**src/sv/tccw_pkg.sv**
```systemverilog
// Shared types, constants and helpers for the text console cell writer.
// Used by tccw_ram, tccw_seq and text_console_cell_writer; no dependencies.
`timescale 1ns / 1ps

package tccw_pkg;

  localparam int COLUMNS = 80;
  localparam int ROWS    = 25;
  localparam int CELLS   = COLUMNS * ROWS;
  localparam int ADDR_W  = $clog2(CELLS);

  localparam int ROW_W   = 5;
  localparam int COL_W   = 7;
  localparam int IDX_W   = 11;
  localparam int BYTE_W  = 8;
  localparam int CELL_W  = 2 * BYTE_W;

  localparam logic [BYTE_W-1:0] BLANK_CODE   = 8'd32;
  localparam logic [BYTE_W-1:0] NEWLINE_CODE = 8'd10;

  typedef enum logic [1:0] {
    OP_PUT    = 2'd0,
    OP_DELETE = 2'd1,
    OP_CLEAR  = 2'd2,
    OP_READ   = 2'd3
  } op_e;

  typedef enum logic [3:0] {
    ST_INIT,
    ST_IDLE,
    ST_DECODE,
    ST_NEWLINE,
    ST_SCROLL,
    ST_DRAIN,
    ST_FILL,
    ST_WRITE,
    ST_READ_ADDR,
    ST_READ_WAIT,
    ST_DONE
  } st_e;

  typedef struct packed {
    op_e               op;
    logic [BYTE_W-1:0] char_code;
    logic [ROW_W-1:0]  read_row;
    logic [COL_W-1:0]  read_col;
  } req_t;

  typedef struct packed {
    logic [ROW_W-1:0]  cursor_row;
    logic [COL_W-1:0]  cursor_col;
    logic [IDX_W-1:0]  cursor_index;
    logic [BYTE_W-1:0] cell_code;
    logic [BYTE_W-1:0] cell_color;
  } rsp_t;

  // One write port and one read port of the cell store.
  typedef struct packed {
    logic              we;
    logic [ADDR_W-1:0] waddr;
    logic [CELL_W-1:0] wdata;
    logic              re;
    logic [ADDR_W-1:0] raddr;
  } ram_req_t;

  function automatic logic [ADDR_W-1:0] cell_addr(logic [ROW_W-1:0] row,
                                                  logic [COL_W-1:0] col);
    return ADDR_W'(row) * ADDR_W'(COLUMNS) + ADDR_W'(col);
  endfunction

endpackage

```
**src/sv/tccw_seq.sv**
```systemverilog
// Sequencer of the text console: cursor registers, a shared cell pointer that
// walks the store for scroll, clear and reset, and the single-cell accesses.
// Depends on tccw_pkg; drives the ports of tccw_ram.
`timescale 1ns / 1ps

module tccw_seq
  import tccw_pkg::*;
(
  input  logic              clk_i,
  input  logic              rst_ni,
  input  logic              start_i,
  input  req_t              req_i,
  input  logic [BYTE_W-1:0] text_color_i,
  input  logic              out_free_i,
  input  logic [CELL_W-1:0] rd_data_i,
  output logic              idle_o,
  output logic              done_o,
  output rsp_t              rsp_o,
  output ram_req_t          ram_o
);

  st_e               state_q, state_d;
  req_t              req_q;
  logic [ROW_W-1:0]  row_q;
  logic [COL_W-1:0]  col_q;
  logic [ADDR_W-1:0] ptr_q;
  logic              char_pend_q;
  logic              wr_pend_q;
  logic [ADDR_W-1:0] wr_addr_q;
  logic [BYTE_W-1:0] code_q;
  logic [BYTE_W-1:0] color_q;

  logic last_row;
  logic wrap_pend;
  logic read_ok;
  logic ptr_last;

  assign last_row  = (row_q >= ROW_W'(ROWS - 1));
  assign wrap_pend = (col_q >= COL_W'(COLUMNS));
  assign read_ok   = (req_q.read_row < ROW_W'(ROWS)) && (req_q.read_col < COL_W'(COLUMNS));
  assign ptr_last  = (ptr_q == ADDR_W'(CELLS - 1));

  // Next state.
  always_comb begin
    state_d = state_q;
    case (state_q)
      ST_INIT: begin
        if (ptr_last) state_d = ST_IDLE;
      end
      ST_IDLE: begin
        if (start_i) state_d = ST_DECODE;
      end
      ST_DECODE: begin
        case (req_q.op)
          OP_PUT: begin
            if (req_q.char_code == NEWLINE_CODE || wrap_pend) begin
              state_d = ST_NEWLINE;
            end else begin
              state_d = ST_WRITE;
            end
          end
          OP_DELETE: state_d = ST_WRITE;
          OP_CLEAR:  state_d = ST_FILL;
          OP_READ:   state_d = read_ok ? ST_READ_ADDR : ST_DONE;
          default:   state_d = ST_DONE;
        endcase
      end
      ST_NEWLINE: begin
        if (last_row) begin
          state_d = ST_SCROLL;
        end else begin
          state_d = char_pend_q ? ST_WRITE : ST_DONE;
        end
      end
      ST_SCROLL: begin
        if (ptr_last) state_d = ST_DRAIN;
      end
      ST_DRAIN:     state_d = ST_FILL;
      ST_FILL: begin
        if (ptr_last) state_d = char_pend_q ? ST_WRITE : ST_DONE;
      end
      ST_WRITE:     state_d = ST_DONE;
      ST_READ_ADDR: state_d = ST_READ_WAIT;
      ST_READ_WAIT: state_d = ST_DONE;
      ST_DONE: begin
        if (out_free_i) state_d = ST_IDLE;
      end
      default:      state_d = ST_IDLE;
    endcase
  end

  // Outputs and memory port.
  always_comb begin
    ram_o       = '0;
    idle_o      = (state_q == ST_IDLE);
    done_o      = (state_q == ST_DONE) && out_free_i;
    if (wr_pend_q) begin
      // A cell read during the scroll moves up by one row.
      ram_o.we    = 1'b1;
      ram_o.waddr = wr_addr_q;
      ram_o.wdata = rd_data_i;
    end
    case (state_q)
      ST_INIT: begin
        ram_o.we    = 1'b1;
        ram_o.waddr = ptr_q;
        ram_o.wdata = '0;
      end
      ST_SCROLL: begin
        ram_o.re    = 1'b1;
        ram_o.raddr = ptr_q;
      end
      ST_FILL: begin
        ram_o.we    = 1'b1;
        ram_o.waddr = ptr_q;
        ram_o.wdata = {text_color_i, BLANK_CODE};
      end
      ST_WRITE: begin
        ram_o.we    = 1'b1;
        ram_o.waddr = cell_addr(row_q, col_q);
        ram_o.wdata = (req_q.op == OP_PUT) ? {text_color_i, req_q.char_code}
                                           : {text_color_i, BLANK_CODE};
      end
      ST_READ_ADDR: begin
        ram_o.re    = 1'b1;
        ram_o.raddr = cell_addr(req_q.read_row, req_q.read_col);
      end
      default: begin
      end
    endcase
  end

  assign rsp_o.cursor_row   = row_q;
  assign rsp_o.cursor_col   = col_q;
  assign rsp_o.cursor_index = IDX_W'(cell_addr(row_q, col_q));
  assign rsp_o.cell_code    = code_q;
  assign rsp_o.cell_color   = color_q;

  always_ff @(posedge clk_i or negedge rst_ni) begin
    if (!rst_ni) begin
      state_q     <= ST_INIT;
      row_q       <= '0;
      col_q       <= '0;
      ptr_q       <= '0;
      char_pend_q <= 1'b0;
      wr_pend_q   <= 1'b0;
      wr_addr_q   <= '0;
    end else begin
      state_q   <= state_d;
      wr_pend_q <= 1'b0;
      case (state_q)
        ST_INIT: begin
          ptr_q <= ptr_q + ADDR_W'(1);
        end
        ST_DECODE: begin
          char_pend_q <= 1'b0;
          case (req_q.op)
            OP_PUT: begin
              char_pend_q <= (req_q.char_code != NEWLINE_CODE);
            end
            OP_DELETE: begin
              if (col_q == '0) begin
                if (row_q != '0) begin
                  row_q <= row_q - ROW_W'(1);
                  col_q <= COL_W'(COLUMNS - 1);
                end
              end else begin
                col_q <= col_q - COL_W'(1);
              end
            end
            OP_CLEAR: begin
              row_q <= '0;
              col_q <= '0;
              ptr_q <= '0;
            end
            default: begin
            end
          endcase
        end
        ST_NEWLINE: begin
          col_q <= '0;
          if (last_row) begin
            ptr_q <= ADDR_W'(COLUMNS);
          end else begin
            row_q <= row_q + ROW_W'(1);
          end
        end
        ST_SCROLL: begin
          wr_pend_q <= 1'b1;
          wr_addr_q <= ptr_q - ADDR_W'(COLUMNS);
          ptr_q     <= ptr_q + ADDR_W'(1);
        end
        ST_DRAIN: begin
          ptr_q <= ADDR_W'((ROWS - 1) * COLUMNS);
        end
        ST_FILL: begin
          ptr_q <= ptr_q + ADDR_W'(1);
        end
        ST_WRITE: begin
          if (req_q.op == OP_PUT) col_q <= col_q + COL_W'(1);
        end
        default: begin
        end
      endcase
    end
  end

  // Request and read-back payload.
  always_ff @(posedge clk_i) begin
    if (state_q == ST_IDLE && start_i) begin
      req_q <= req_i;
    end
    if (state_q == ST_DECODE) begin
      code_q  <= '0;
      color_q <= '0;
    end else if (state_q == ST_READ_WAIT) begin
      code_q  <= rd_data_i[BYTE_W-1:0];
      color_q <= rd_data_i[CELL_W-1:BYTE_W];
    end
  end

  // The scroll writes only cells that have already been read.
  a_scroll_order: assert property (@(posedge clk_i) disable iff (!rst_ni)
    wr_pend_q |-> (wr_addr_q < ptr_q))
    else $error("scroll write overtakes read pointer");

  a_cursor_range: assert property (@(posedge clk_i) disable iff (!rst_ni)
    (row_q < ROW_W'(ROWS)) && (col_q <= COL_W'(COLUMNS)))
    else $error("cursor out of range");

  a_idle_quiet: assert property (@(posedge clk_i) disable iff (!rst_ni)
    (state_q == ST_IDLE) |-> (!ram_o.we && !wr_pend_q))
    else $error("store written while idle");

  a_done_once: assert property (@(posedge clk_i) disable iff (!rst_ni)
    done_o |=> (state_q == ST_IDLE))
    else $error("result handed over without return to idle");

endmodule

```
**config.mk**
```make
export PLATFORM = sky130hd
export DESIGN_NAME = tccw_seq
export DESIGN_NICKNAME = d
export VERILOG_FILES = /design/src/sv/tccw_pkg.sv /design/src/sv/tccw_seq.sv
export SDC_FILE = /design/constraint.sdc
export NUM_CORES = 1
export LEC_CHECK = 0
export BUFFER_PORTS_ARGS = -buffer_cell sky130_fd_sc_hd__buf_2
export CAP_MARGIN = 20
export CORE_ASPECT_RATIO = 1.2
export CORE_MARGIN = 2
export CORE_UTILIZATION = 43
export CTS_CLUSTER_SIZE = 40
export DETAILED_ROUTE_END_ITERATION = 16
export GPL_TIMING_DRIVEN = 0
export PLACE_DENSITY = 0.69
export SETUP_SLACK_MARGIN = 0.5
export SLEW_MARGIN = 20
export SYNTH_ARGS = -nofsm -noshare
export SYNTH_HDL_FRONTEND = slang
export SYNTH_SLANG_ARGS = --single-unit
```
**constraint.sdc**
```tcl
create_clock -name clk_i -period 2.52 [get_ports clk_i]
set_input_delay 0.378 -clock clk_i [delete_from_list [all_inputs] [get_ports clk_i]]
set_output_delay 0.378 -clock clk_i [all_outputs]
set_load 0.05 [all_outputs]
```
==> results of run 1 <==
[worst max-delay path, stage by stage, from the launching register on]
cell and delay [ps]:
dfrtp_2 440, buf_6 130, ha_4 150, ha_4 150
inv_2 50, fa_2 460, or3_1 390, xnor3_1 250
o21ai_4 140, buf_6 170
[synthesized netlist by cell type, types with 9 or more instances]
master and n:
dfrtp_1 40, clkbuf_1 14, o21ai_0 33, nand3_1 11
a22o_1 18, edfxtp_1 22, inv_1 38, dfxtp_1 16
nor3_1 12, nor2_1 30, nand2_1 109, o31ai_1 9
ha_1 32, buf_2 11, a21oi_1 37, xnor2_1 11
[layer usage]
metal  routed length [µm]  GRT usage [%]
met4                  721          11.05
met5                    0              0
met2                 9166          43.37
met1                 6728          30.23
met3                 1145          4.396
[report_power, final]
group          switching [µW]  internal [µW]  leakage, µW
Clock                     553            770     0.000142
Sequential                  0           1300     0.000851
Combinational            33.8           27.9      0.00291
[kinds of logic after synthesis]
logic type | Yosys count
compound gates | 170
fa+ha+maj | 36
xor+xnor | 19
simple gates | 207
buf+inv | 78
flops | 78
mux | 3
[worst paths after layout]
path	to	slack (ps)	depth (start not counted)
worst min-delay path	wr_addr_q[10]$_DFFE_PN0P_	190	1
max in group asynchronous	row_q[0]$_DFFE_PN0P_	1630	1
min in group clk_i	req_q[13]$_DFFE_PP_	200	1
worst max-delay path	ram_o[38]	-540	9
worst max register to register	code_q[2]$_SDFFE_PP0P_	350	11
worst min register to register	code_q[5]$_SDFFE_PP0P_	450	2
[state kept, by name, indices dropped and copies added, names as in the netlist]
| register | count |
|---|---|
| wr_pend_q | 1 |
| wr_addr_q | 11 |
| color_q | 8 |
| row_q | 5 |
| char_pend_q | 1 |
| code_q | 8 |
| col_q | 7 |
| ptr_q | 11 |
| req_q | 22 |
| state_q | 4 |
[placed cells by master (no fill, tap or decap), types with 7 or more instances in the layout]
master and n:
dfxtp_1 16, nand2_2 8, clkbuf_16 13, inv_2 14, o21ai_4 7, dfrtp_2 10, nand2_4 9, nand3_1 9
a21oi_1 30, o21ai_1 9, o31ai_1 7, o21ai_0 18, edfxtp_1 22, nor2_1 27, o21ai_2 8, dfrtp_1 28
a21o_1 8, buf_2 89, ha_4 10, buf_6 44, a222oi_1 7, ha_1 20, inv_1 20, nor3_1 8
a22o_4 15, buf_4 37, buf_8 35, nand2_1 91
[per-stage QoR]
stage	setup slack, ps	std cells	instance area, µm²	TNS [ps]
2_1_floorplan	-382.0	591	5584	-1361
3_3_place_gp	-380.1	882	6436	-1219
3_5_place_dp	-401.1	882	6436	-1406
4_1_cts	-525.0	934	7873	-4875
5_1_grt	-617.0	958	8491	-7389
6_report	-540.8	958	8491	-5508
[what timing repair did]
action / CTS / global route
gates cloned: 2 / 4
resized for setup: 224 / 109
buffers inserted: 34 / 20
pin swaps: 47 / 45
endpoints found under the setup margin: 81 / 100
[area by class of cell]
cell class | count | area [µm²]
tap | 161 | 201.4
fill | 864 | 3456
timing repair buffer | 188 | 1632
clock buffer | 9 | 225.2
inverter | 38 | 153.9
buffer | 40 | 406.6
multi-input combinational | 437 | 3797
sequential | 78 | 2002
clock inverter | 7 | 72.57
==> impl_metrics.py, run 1 <==
metrics = {
    "worst_setup_path": {
        "arrival_ps": 2680,
        "cp_max_fo": 3,
        "end_kind": "primary output",
        "start_kind": "register",
        "r2r-start": "state_q[1]$_DFFE_PN0P_",
        "critPathKind": "reg2out",
        "critPathLaunch": "row_q[2]$_DFFE_PN0P_",
        "required_ps": 2140,
    },
    "die": {
        "core_um2": 11950,
        "pin_count": 131,
        "initial_core_util_pct": 43.58,
        "dieHeight_um": 124.5,
        "die_x_um": 104.4,
        "rows": 44,
        "dieArea_um2": 13010,
    },
    "timing": {
        "slew_viol_final": 0,
        "min_period_over_period_pct": 121.5,
        "setup_viol": 29,
        "max_freq_mhz": 326.7,
        "skew_ps": 5.803,
        "post-route-min-period_ps": 3061,
        "hold_viol_final": 0,
        "whs_ps": 189.6,
        "rsz0062_at_grt": "true",
        "layout_setup_ws_ps": -540.8,
        "max_slew.worst_pin.slew_ps": 963.7,
        "relSlewSlack_pct": 35.75,
    },
    "yosys": {
        "netlist-cell-type-count": 69,
        "async_flop_share_pct": 51.28,
        "ys_seq_area_share_pct": 38.07,
        "synth_edf_count": 22,
        "synth_fa_ha_area_share_pct": 9.229,
        "synth_flop_cell": "dfrtp_1",
        "yosys.area.top_type": "dfrtp_1",
        "synth.area.top_cells": "dfrtp_1 19%, edfxtp_1 13%, nand2_1 7.9%, ha_1 7.7%, dfxtp_1 6.2%",
        "synth_area_per_cell_um2": 8.809,
        "postSynthCellCount": 591,
        "synth_simple_gate_area_share_pct": 18.82,
        "synthMuxAreaShare_pct": 0.6489,
        "synth_nets": 677,
        "synth_area_um2": 5206,
        "synth_top_family_by_area": "compound AO/OA/AOI/OAI gates",
        "synthXorXnorAreaFrac_pct": 3.461,
        "synth.top_cell.area_share_pct": 19.23,
        "ys_warn_count": 0,
        "synth_seq_cells": 78,
        "synth_compound_area_share_pct": 22.33,
    },
    "routing": {
        "wl_um": 17760,
        "antenna_left": 0,
        "drtIter0Drc": 536,
        "detail_route.first_pass.iterations": 6,
        "wl_per_cell_um": 18.54,
        "vias_per_cell": 5.776,
        "drc": 0,
        "vias": 5533,
    },
    "clock_tree": {
        "insertion_delay_ps": 340,
        "cts_buffer_depth": 2,
        "htreeDepth": 3,
        "cts_tree": "yes",
        "cts_buffers": 9,
        "hold_buffers": 0,
        "clock_tree.root_cell": "clkbuf_16",
        "clk_pin_slew_worst_paths_ps": 60,
        "clkSinkCount": 78,
    },
    "outcome": {
        "status": "finished with violations",
        "violations": "negative setup slack",
    },
    "global_route": {
        "antenna_found_initial": 0,
        "grt_pass1_wl_um": 26170,
        "grt_pass1_vias": 5278,
        "overflow": 0,
        "grt_max_degree": 41,
        "grtUsageTotal_pct": 25.02,
    },
    "placement": {
        "gp_congestion": 0.9152,
        "portBuffers": 130,
        "dp_hpwl_um": 11150,
    },
    "pwr": {
        "ir_drop_v": 0.0002986,
        "p_leak_uw": 0.003900,
        "p_total_uw": 2682,
        "power_density_nw_per_um2": 315.9,
    },
    "run": {
        "cap_violations": 0,
    },
    "cells_and_area": {
        "fin_util_pct": 71.07,
        "drive_gt1_share_pct": 49.81,
        "final_nets": 878,
        "diodes": 0,
        "area_delta_synth_final_pct": 63.09,
    },
    "hold_path": {
        "min_path_type": "in2async",
    },
}
(Power assumes the default switching activity.)
==> inputs of run 2 (changes only) <==
--- a/config.mk
+++ b/config.mk
@@ -5,6 +5,7 @@
 export SDC_FILE = /design/constraint.sdc
 export NUM_CORES = 1
 export LEC_CHECK = 0
+export ABC_AREA = 1
 export BUFFER_PORTS_ARGS = -buffer_cell sky130_fd_sc_hd__buf_2
 export CAP_MARGIN = 20
 export CORE_ASPECT_RATIO = 1.2
==> impl_metrics.py, run 2 <==
metrics = {
    "global_route": {
        "antenna_found_initial": 0,
        "grtUsageTotal_pct": 26.98,
        "grt_pass1_wl_um": 28420,
        "grt_max_degree": 41,
        "overflow": 0,
        "grt_pass1_vias": 5790,
    },
    "cells_and_area": {
        "fin_util_pct": 72.88,
        "largest_reg_flops": 22,
        "final_common_cell": "nand2_1",
        "largest_register": "req_q",
        "final_nets": 1052,
        "final_cell_mix": "166 x nand2_1, 87 x buf_2, 71 x nand3_1",
        "drive_gt1_share_pct": 44.08,
        "reg.largest.list": "req_q x22, ptr_q x11, wr_addr_q x11",
        "diodes": 0,
        "area_delta_synth_final_pct": 65.64,
    },
    "clock_tree": {
        "cts_buffer_depth": 2,
        "cts_buffers": 9,
        "clkSinkCount": 78,
        "clk_pin_slew_worst_paths_ps": 60,
        "htreeDepth": 3,
        "clock_tree.root_cell": "clkbuf_16",
        "insertion_delay_ps": 340,
        "cts_tree": "yes",
    },
    "routing": {
        "drtIter0Drc": 737,
        "antenna_left": 0,
        "wl_per_cell_um": 18.12,
        "wl_um": 20510,
        "vias_per_cell": 5.628,
        "detail_route.first_pass.iterations": 7,
        "vias": 6371,
        "drc": 0,
    },
    "die": {
        "die_x_um": 105.4,
        "dieHeight_um": 125.7,
        "initial_core_util_pct": 44.00,
        "dieArea_um2": 13250,
        "pin_count": 131,
        "core_um2": 12060,
        "rows": 44,
    },
    "yosys": {
        "synth_common_cells": "230 x nand2_1, 88 x nand3_1, 74 x inv_1",
        "postSynthCellCount": 746,
        "synth_edf_count": 22,
        "ys_seq_area_share_pct": 37.36,
        "async_flop_share_pct": 51.28,
        "synth.area.top_cells": "dfrtp_1 19%, nand2_1 16%, edfxtp_1 12%, nand3_1 8.3%, ha_1 7.5%",
        "synth_seq_cells": 78,
        "synth_area_per_cell_um2": 7.111,
        "ys_warn_count": 0,
        "yosys.area.top_type": "dfrtp_1",
        "netlist-cell-type-count": 37,
        "synth.top_cell.area_share_pct": 18.87,
        "yosysMostFrequentCell": "nand2_1",
        "synth_area_um2": 5305,
        "synth_flop_cell": "dfrtp_1",
        "synth_nets": 832,
    },
    "placement": {
        "place_ws_ps": -174.2,
        "portBuffers": 130,
        "dp_hpwl_um": 11470,
        "gp_congestion": 0.9468,
    },
    "timing": {
        "skew_ps": 9.700,
        "tns_ps": -2241,
        "rsz0062_at_grt": "true",
        "relSlewSlack_pct": 31.71,
        "max_slew.worst_pin.slew_ps": 1024,
        "post-route-min-period_ps": 2847,
        "max_freq_mhz": 351.3,
        "layout_setup_ws_ps": -327.0,
        "whs_ps": 208.1,
        "slew_viol_final": 0,
        "min_period_over_period_pct": 113.0,
        "hold_viol_final": 0,
        "setup_viol": 9,
    },
    "hold_path": {
        "min_path_type": "in2async",
    },
    "worst_setup_path": {
        "cpMaxStageDelayCell": "dfrtp_4",
        "required_ps": 2140,
        "critPathKind": "reg2out",
        "path_buf_inv": 3,
        "rrSetupSlack_ps": 440,
        "max_stage_delay_ps": 500,
        "end_kind": "primary output",
        "cp_top_family": "adder cells",
        "start_kind": "register",
        "cp_max_fo": 4,
        "arrival_ps": 2470,
        "worstPathCellList": "ha_4, ha_4, inv_2, fa_2, inv_2, nand2_2, o211ai_1, nand3_1, nand3_4, buf_8",
    },
    "pwr": {
        "ir_drop_v": 0.0004594,
        "power_density_nw_per_um2": 305.3,
        "p_leak_uw": 0.004412,
    },
    "outcome": {
        "violations": "negative setup slack",
        "status": "finished with violations",
    },
    "run": {
        "cap_violations": 0,
    },
}
run 2: cell count changes in the layout (fill, tap and decap cells not counted), moves of 8 or more:
cell / previous run / this run
a21oi_1: 30 / 9
o21ai_0: 18 / 43
nor2_1: 27 / 63
buf_4: 37 / 55
nand2_4: 9 / 43
a22o_4: 15 / 0
nand2_1: 91 / 166
nand2_2: 8 / 24
a21o_1: 8 / 0
nand3_1: 9 / 71
nand3_2: 1 / 11
inv_1: 20 / 59
nor2_4: 2 / 14
run 2: metal layers:
metal / up-vias / GRT usage [%] / part of all wire (%)
met4: 0 / 13.10 / 5.0
met3: 115 / 3.778 / 7.4
met2: 408 / 47.17 / 50
met1: 2980 / 32.43 / 37
li1: 2868 / - / -
met5: - / 0 / 0
run 2: kinds of logic (layout without fill, tap and decap cells):
| logic type | after synthesis | count (layout) | synth area share (%) |
|---|---|---|---|
| compound gates | 83 | 83 | 8.727 |
| xor+xnor | 13 | 13 | 2.146 |
| fa+ha+maj | 36 | 36 | 9.057 |
| buf+inv | 106 | 331 | 8.137 |
| flops | 78 | 78 | 37.36 |
| simple gates | 430 | 430 | 34.58 |
run 2: worst reg2reg max path: stages (launching register included):
cell and delay, ps:
dfrtp_2 430, buf_6 140, buf_12 130, nand2_8 60, buf_4 110, buf_4 120, inv_2 60, nand2_2 190
clkbuf_1 340, o21ai_0 240, nor2_1 180
run 2: worst paths after layout:
path	start	endpoint	depth (start not counted)
worst min register to register	wr_addr_q[9]$_DFFE_PN0P_	wr_addr_q[9]$_DFFE_PN0P_	2
min in group clk_i	req_i[15]	req_q[15]$_DFFE_PP_	1
max in group asynchronous	rst_ni	row_q[3]$_DFFE_PN0P_	1
worst min-delay path	rst_ni	wr_addr_q[10]$_DFFE_PN0P_	1
worst max register to register	state_q[1]$_DFFE_PN0P_	code_q[5]$_SDFFE_PP0P_	10
worst max-delay path	row_q[3]$_DFFE_PN0P_	ram_o[37]	10
run 2: metrics by stage:
step	power, µW	instance area [µm²]	cells
detailed placement	1378	6546	1038
global route	2744	8787	1132
floorplan	1324	5677	746
CTS	2671	8149	1101
finish	2683	8787	1132
global placement	1377	6529	1037
run 2: layout make-up:
type	count	area (µm²)
Sequential cell	78	2001
Fill cell	820	3269
Buffer	22	190.2
Clock inverter	2	11.26
Multi-Input combinational cell	562	3920
Timing Repair Buffer	209	1818
Tap cell	161	201.4
Clock buffer	14	289.0
Inverter	84	356.6
run 2: power breakdown:
part | switching, µW | internal, µW
Clock | 528 | 793
Combinational | 38.1 | 27.0
Sequential | 0 | 1300
run 2: what timing repair did:
action / CTS / global route
setup endpoints to repair: 46 / 72
cloned: 2 / 0
hold buffers: 0 / 0
pin swaps: 43 / 48
setup buffers: 45 / 31
gates resized for setup: 268 / 89
==> inputs of run 3 (changes only) <==
--- a/config.mk
+++ b/config.mk
@@ -14,7 +14,7 @@
 export CTS_CLUSTER_SIZE = 40
 export DETAILED_ROUTE_END_ITERATION = 16
 export GPL_TIMING_DRIVEN = 0
-export PLACE_DENSITY = 0.69
+export PLACE_DENSITY = 0.65
 export SETUP_SLACK_MARGIN = 0.5
 export SLEW_MARGIN = 20
 export SYNTH_ARGS = -nofsm -noshare
==> impl_metrics.py, run 3 (synthesis results as in run 2) <==
metrics = {
    "outcome": {
        "status": "finished with violations",
        "violations": "negative setup slack",
    },
    "timing": {
        "slew_viol_final": 0,
        "max_freq_mhz": 347.6,
        "max_slew.worst_pin.slew_ps": 1022,
        "setup_viol": 9,
        "rsz0062_at_grt": "true",
        "hold_viol_final": 0,
        "min_period_over_period_pct": 114.2,
        "tns_ps": -2511,
        "layout_setup_ws_ps": -357.2,
        "post-route-min-period_ps": 2877,
        "skew_ps": 6.496,
        "relSlewSlack_pct": 31.86,
    },
    "routing": {
        "vias_per_cell": 5.550,
        "detail_route.first_pass.iterations": 6,
        "antenna_left": 0,
        "wl_um": 21400,
        "drtIter0Drc": 418,
        "vias": 6355,
        "wl_per_cell_um": 18.69,
        "drc": 0,
    },
    "cells_and_area": {
        "diodes": 0,
        "drive_gt1_share_pct": 47.76,
        "multi_input_area_um2": 4031,
        "largest_register": "req_q",
        "post-route-cell-area_um2": 9067,
        "num-fill-cells": 824,
        "final_common_cell": "nand2_1",
        "largest_reg_flops": 22,
        "reg.largest.list": "req_q x22, ptr_q x11, wr_addr_q x11",
        "regArea_um2": 2003,
        "area_delta_synth_final_pct": 70.92,
        "final_nets": 1065,
        "final_cell_mix": "161 x nand2_1, 86 x buf_2, 63 x nor2_1",
    },
    "clock_tree": {
        "htreeDepth": 3,
        "cts_tree": "yes",
        "cts_buffer_depth": 2,
        "cts_buffers": 9,
        "insertion_delay_ps": 340,
        "clk_pin_slew_worst_paths_ps": 70,
        "clock_tree.root_cell": "clkbuf_16",
        "clkSinkCount": 78,
    },
    "die": {
        "pin_count": 131,
        "dieHeight_um": 125.7,
        "die_x_um": 105.4,
        "core_um2": 12060,
        "rows": 44,
        "initial_core_util_pct": 44.00,
        "dieArea_um2": 13250,
    },
    "placement": {
        "gp_congestion": 0.9180,
        "portBuffers": 130,
        "placedInstanceArea_um2": 6550,
        "dp_hpwl_um": 12820,
    },
    "pwr": {
        "ir_drop_v": 0.0003284,
        "power_density_nw_per_um2": 297.1,
        "p_leak_uw": 0.004488,
        "p_total_uw": 2694,
    },
    "global_route": {
        "antenna_found_initial": 0,
        "grt_pass1_vias": 6077,
        "grt_max_degree": 41,
        "overflow": 0,
        "grt_pass1_wl_um": 30640,
        "grtUsageTotal_pct": 29.06,
    },
    "hold_path": {
        "min_path_type": "in2reg",
    },
    "worst_setup_path": {
        "required_ps": 2140,
        "cp_max_fo": 4,
        "critPathKind": "reg2out",
        "start_kind": "register",
        "end_kind": "primary output",
        "rrSetupSlack_ps": 490,
        "arrival_ps": 2500,
    },
    "run": {
        "cap_violations": 0,
    },
}
## run 3: routing by layer
layer  part of all wire (%)  vias up  GRT usage, %
li1                       -     2898             -
met1                     36     3067         34.92
met2                     53      312         51.46
met3                    6.6       78         4.969
met4                    4.3        0         11.37
met5                      0        -             0
## run 3: report_power, final
part           internal, µW  total [µW]  switching [µW]
Clock                   763        1330             570
Combinational          27.0        63.6            36.5
Sequential             1300        1300               0
Total                  2090        2690             607
## run 3: metrics by stage
step	std cells	utilization [%]	hold WS [ps]	worst slack, ps
global route	1145	75.21	201.0	-462.0
global placement	1037	54.15	463.1	-209.7
CTS	1111	69.27	207.2	-365.4
detailed placement	1038	54.33	476.4	-207.7
floorplan	746	-	82.41	-5.396
finish	1145	75.21	203.7	-357.2
## run 3: timing repair
item                       in CTS  in global routing
buffers inserted               53                 33
setup endpoints to repair      51                 87
resized for setup             293                105
gates cloned                    4                  1
pin swaps                      47                 52
hold buffers                    0                  0
## run 3: area by class of cell
cell class,instances,share of cell area (%)
Multi-Input combinational cell,562,44.46
Timing Repair Buffer,221,21.64
Sequential cell,78,22.09
Tap cell,161,2.222
Clock buffer,11,2.912
Timing Repair inverter,1,0.08279
Buffer,22,2.263
Clock inverter,5,0.4140
Inverter,84,3.919
## run 3: final timing paths
check / startpoint / end / cells after the start
max in group asynchronous: rst_ni / row_q[3]$_DFFE_PN0P_ / 1
min: req_i[11] / req_q[11]$_DFFE_PP_ / 1
max reg2reg: state_q[3]$_DFFE_PN0P_ / state_q[3]$_DFFE_PN0P_ / 14
min in group asynchronous: rst_ni / row_q[0]$_DFFE_PN0P_ / 1
max: row_q[3]$_DFFE_PN0P_ / ram_o[37] / 10
min reg2reg: color_q[3]$_SDFFE_PP0P_ / color_q[3]$_SDFFE_PP0P_ / 2
## run 3: critical path, stage by stage (launching register included)
cell and delay [ps]:
dfrtp_4 500, ha_4 280, ha_4 130, inv_2 30, fa_2 460, inv_2 110
nand2_1 60, o211ai_1 210, nand3_1 160, nand3_4 90, buf_8 140
